--- src/rtl/euler_to_direction_cosine_matrix_assert.svh ---
// Assertion macros for the attitude matrix block.
`ifndef EULER_TO_DIRECTION_COSINE_MATRIX_ASSERT_SVH
`define EULER_TO_DIRECTION_COSINE_MATRIX_ASSERT_SVH
`ifndef SYNTHESIS
`define E2D_ASSERT(label, clk, rst_n, prop, msg) \
  label: assert property (@(posedge clk) disable iff (!rst_n) (prop)) else $error(msg);
`define E2D_ASSERT_RANGE(label, clk, rst_n, en, val, lim, msg) \
  label: assert property (@(posedge clk) disable iff (!rst_n) \
    (en) |-> ((val) <= (lim) && (val) >= -(lim))) else $error(msg);
`else
`define E2D_ASSERT(label, clk, rst_n, prop, msg)
`define E2D_ASSERT_RANGE(label, clk, rst_n, en, val, lim, msg)
`endif
`endif

--- src/rtl/e2d_pkg.sv ---
// ----------------------------------------------------------------------------
// e2d_pkg
// Types, constants and the arctangent table of the attitude matrix block.
// ----------------------------------------------------------------------------
package e2d_pkg;

  localparam int AngleBitsDef    = 16;
  localparam int CordicStagesDef = 16;
  localparam int AtanEntries     = 24;
  localparam int CordW           = 34;
  localparam logic signed [CordW-1:0] CordicGain = 34'sd652032875;
  localparam logic signed [15:0] Q14One = 16'sd16384;

  typedef struct packed {
    logic               op;
    logic signed [15:0] roll;
    logic signed [15:0] pitch;
    logic signed [15:0] yaw;
  } e2d_in_t;

  typedef struct packed {
    logic signed [15:0] m00;
    logic signed [15:0] m01;
    logic signed [15:0] m02;
    logic signed [15:0] m10;
    logic signed [15:0] m11;
    logic signed [15:0] m12;
    logic signed [15:0] m20;
    logic signed [15:0] m21;
    logic signed [15:0] m22;
  } e2d_out_t;

  // One angle moving through the CORDIC row.
  typedef struct packed {
    logic signed [CordW-1:0] x;
    logic signed [CordW-1:0] y;
    logic signed [CordW-1:0] z;
    logic [1:0]              q;
  } e2d_rot_t;

  function automatic logic signed [CordW-1:0] atan_phase(input int i);
    logic signed [CordW-1:0] t;
    begin
      case (i)
        0: t = 34'sd536870912;  1: t = 34'sd316933406;  2: t = 34'sd167458907;
        3: t = 34'sd85004756;   4: t = 34'sd42667331;   5: t = 34'sd21354465;
        6: t = 34'sd10680862;   7: t = 34'sd5340245;    8: t = 34'sd2670163;
        9: t = 34'sd1335087;    10: t = 34'sd667544;    11: t = 34'sd333772;
        12: t = 34'sd166886;    13: t = 34'sd83443;     14: t = 34'sd41721;
        15: t = 34'sd20860;     16: t = 34'sd10430;     17: t = 34'sd5215;
        18: t = 34'sd2607;      19: t = 34'sd1303;      20: t = 34'sd651;
        21: t = 34'sd325;       22: t = 34'sd162;       23: t = 34'sd81;
        default: t = '0;
      endcase
      return t;
    end
  endfunction

  // Saturate a wide signed value to +/-1.0 in Q2.14.
  function automatic logic signed [15:0] sat_q14(input logic signed [47:0] v);
    logic signed [15:0] r;
    begin
      if (v > 48'sd16384) r = Q14One;
      else if (v < -48'sd16384) r = -Q14One;
      else r = v[15:0];
      return r;
    end
  endfunction

endpackage

--- src/rtl/e2d_cordic_cell.sv ---
// ----------------------------------------------------------------------------
// e2d_cordic_cell
// One registered CORDIC micro-rotation for the three angles of a beat.
// ----------------------------------------------------------------------------
module e2d_cordic_cell import e2d_pkg::*; #(
  parameter int Stage = 0
) (
  input  logic        clk_i,
  input  logic        en_i,
  input  e2d_rot_t    rot_i [3],
  input  logic [16:0] side_i,
  output e2d_rot_t    rot_o [3],
  output logic [16:0] side_o
);

  e2d_rot_t rot_d [3];
  e2d_rot_t rot_q [3];
  logic [16:0] side_q;

  always_comb begin
    for (int a = 0; a < 3; a++) begin
      rot_d[a] = rot_i[a];
      if (rot_i[a].z >= 0) begin
        rot_d[a].x = rot_i[a].x - (rot_i[a].y >>> Stage);
        rot_d[a].y = rot_i[a].y + (rot_i[a].x >>> Stage);
        rot_d[a].z = rot_i[a].z - atan_phase(Stage);
      end else begin
        rot_d[a].x = rot_i[a].x + (rot_i[a].y >>> Stage);
        rot_d[a].y = rot_i[a].y - (rot_i[a].x >>> Stage);
        rot_d[a].z = rot_i[a].z + atan_phase(Stage);
      end
    end
  end

  always_ff @(posedge clk_i) begin
    if (en_i) begin
      rot_q  <= rot_d;
      side_q <= side_i;
    end
  end

  assign rot_o  = rot_q;
  assign side_o = side_q;

endmodule

--- config.mk ---
export PLATFORM = sky130hd
export DESIGN_NAME = e2d_cordic_cell
export DESIGN_NICKNAME = d
export VERILOG_FILES = /design/src/rtl/euler_to_direction_cosine_matrix_assert.svh /design/src/rtl/e2d_pkg.sv /design/src/rtl/e2d_cordic_cell.sv
export SDC_FILE = /design/constraint.sdc
export NUM_CORES = 1
export LEC_CHECK = 0
export ABC_CLOCK_PERIOD_IN_PS = 3750
export CAP_MARGIN = 20
export CELL_PAD_IN_SITES_DETAIL_PLACEMENT = 1
export CELL_PAD_IN_SITES_GLOBAL_PLACEMENT = 2
export CORE_UTILIZATION = 39
export DETAILED_ROUTE_END_ITERATION = 10
export DONT_BUFFER_PORTS = 1
export MAX_ROUTING_LAYER = met4
export PLACE_DENSITY = 0.8
export SLEW_MARGIN = 20
export SYNTH_ARGS = -nofsm -noshare
export SYNTH_HDL_FRONTEND = slang
export SYNTH_SLANG_ARGS = --single-unit
--- constraint.sdc ---
create_clock -name clk_i -period 3.75 [get_ports clk_i]
set_clock_uncertainty 0.05 [all_clocks]
set_input_delay 0.5625 -clock clk_i [delete_from_list [all_inputs] [get_ports clk_i]]
set_output_delay 0.5625 -clock clk_i [all_outputs]
set_load 0.02 [all_outputs]
==> results.py <==
metrics = {
    "critical_path": {
        "crit_path_end_kind": "register",
        "arrival_ns": 3.84,
        "cpPeakStageDelay_ns": 0.41,
        "critPathMaxFanout": 5,
        "crit_type": "in2reg",
        "slowest_stage": "fa_1",
        "path_buf_inv": 0,
        "path_delay_family": "compound AO/OA/AOI/OAI gates",
        "cp_cell_sequence": "ha_1 > fa_1 > nor2b_1 > o211ai_1 > nand3_1 > a41oi_2 > o2111ai_1 > a211oi_2 > o31a_1 > o21ai_0 > mux2i_1 > xnor2_1",
        "cp-start-kind": "input pin",
        "required_ns": 4.01,
    },
    "layout": {
        "layout.nets": 3801,
        "layout_common_cells": "382 x a21oi_1, 326 x edfxtp_1, 312 x ha_1",
        "layout_commonest_cell": "a21oi_1",
        "syn_to_final_growth_pct": 15.4,
        "final_layout_size_suffix_gt1_frac": 0.0975,
        "fillerInstances": 7928,
        "fin_area_mm2": 0.0312,
    },
    "routing": {
        "drt-total-wl_um": 109000,
        "drt_iter0_markers": 1546,
        "first_pass_iters": 6,
        "drt_drc_violations_left": 0,
        "vias": 23800,
        "vias_per_cell": 5.78,
        "wire_per_inst_um": 26.5,
        "antenna_left": 0,
    },
    "power": {
        "power_density_mw_per_mm2": 425,
        "total_power_mw": 13.3,
        "p_leak_nw": 13.1,
        "ir_drop_mv": 0.300,
    },
    "synth": {
        "syn_avg_cell_area_um2": 9.11,
        "synth-warning-count": 0,
        "ys_ff_latch": 326,
        "syn_nets": 3620,
        "synth-edff-count": 326,
        "yosysTopAreaCell": "edfxtp_1",
        "synth_area_leaders": "edfxtp_1 36%, ha_1 14%, a21oi_1 7.1%",
        "synth_flop_cell": "edfxtp_1",
        "synthArstFlopShare": 0,
        "syn_area_mm2": 0.0270,
        "yosysTopAreaCellShare": 0.362,
        "syn_inst": 2965,
        "seq_area_frac_synth": 0.362,
        "synth_cell_types": 86,
    },
    "run": {
        "cap_violations": 0,
    },
    "die": {
        "die-width_um": 265,
        "ios": 660,
        "die_y_um": 265,
        "start_util": 0.394,
        "rows": 96,
        "core-area_mm2": 0.0686,
        "die_area_mm2": 0.0703,
    },
    "global_routing": {
        "grt_max_degree": 327,
        "grt_pass1_wl_um": 159000,
        "grt_pass1_vias": 24900,
        "antenna_found_initial": 2,
        "grt.total_usage": 0.308,
        "grt_overflow_total": 0,
    },
    "clock_tree": {
        "postCtsSetupRepairBufs": 0,
        "cts_max_path_buffers": 3,
        "cts_resized": 0,
        "root_buffer": "clkbuf_16",
        "htree_levels": 2,
        "numCtsBuffers": 41,
        "cts_tree": "yes",
        "cts.clk_slew.worst_paths_ns": 0.07,
        "cts.sink_count": 326,
    },
    "placement": {
        "gp_congestion": 0.963,
        "numPortBuffers": 0,
        "hpwl_um": 88100,
        "postPlaceCellArea_mm2": 0.0292,
    },
    "timing": {
        "hold_violations": 0,
        "slew-limit-headroom": 0.481,
        "fmax_mhz": 279,
        "rsz0062_at_grt": "no",
        "maxSlewViolCount": 0,
        "min_period_over_period": 0.955,
        "setup_violations": 0,
        "tightest_slew_ns": 0.772,
        "holdWs_ns": 0.0263,
        "period_minus_slack_ns": 3.58,
    },
    "worst_hold_path": {
        "holdCritPathClass": "in2reg",
    },
    "run_status": {
        "status": "completed",
    },
}
[cell type report]
class / count / area (um2) / share of cell area
multi-input cells: 2196 / 15500 / 0.498
flip-flops and latches: 326 / 9790 / 0.314
repair buffers: 265 / 2190 / 0.0703
inverters: 316 / 1190 / 0.0381
well taps: 931 / 1160 / 0.0374
clock buffers: 45 / 1040 / 0.0334
clock inverters: 31 / 274 / 0.00879
diodes: 3 / 7.51 / 0.000241
[logic make-up (layout without fill, tap and decap cells)]
| family | after synthesis | in the layout | share of synthesized area |
|---|---|---|---|
| AOI/OAI and AO/OA | 978 | 978 | 0.225 |
| xor gates and xnor gates | 204 | 204 | 0.0661 |
| adders and majority gates | 324 | 324 | 0.153 |
| buffers and inverters | 443 | 657 | 0.0640 |
| DFF | 326 | 326 | 0.362 |
| muxes | 43 | 43 | 0.0159 |
| other | 0 | 3 | 0 |
| and+or+nand+nor | 647 | 647 | 0.113 |
[path summary, 6_finish.rpt]
check	slack, ns	cells past startpoint	end	start
max	0.17	12	rot_o[64]	rot_i[36]
min	0.03	0	rot_o[132]	rot_i[132]
[metal layers]
layer,up-vias,GRT usage,share of wire
li1,11000,-,-
met1,11800,0.340,0.39
met2,796,0.520,0.49
met3,209,0.0856,0.077
met4,0,0.131,0.047
met5,-,-,0
[power by group]
part | switching (mW) | total (mW) | internal (mW)
Clock | 1.78 | 3.96 | 2.18
Sequential | 0.986 | 5.71 | 4.73
Combinational | 2.15 | 3.59 | 1.44
[state kept, by name, indices dropped and copies added (netlist names)]
name    count
rot_o     309
side_o     17
[cells in the mapped netlist, types with 41 or more instances]
master / instances
a21oi_1: 382
edfxtp_1: 326
ha_1: 312
inv_1: 306
nor2_1: 241
o21ai_0: 183
xnor2_1: 168
nand2_1: 136
a21o_1: 79
clkbuf_1: 73
o21bai_1: 69
nor3_1: 47
mux2i_1: 43
nand3_1: 41
[stage by stage]
step,setup slack [ns],TNS [ns],instances,utilization
final,0.168,0,4113,0.454
after global routing,0.0733,0,4113,0.454
after CTS,0.289,0,4110,0.454
after detailed placement,-0.327,-2.64,3974,0.426
after global placement,-0.361,-2.23,3974,0.426
after floorplan,0.487,0,2965,-
[repair_timing]
item                                    4_1_cts  5_1_grt
endpoints found under the setup margin        0        0
endpoints found under the hold margin        60        0
hold buffers                                 60        0
No activity file was read; power rests on OpenSTA's default activity.
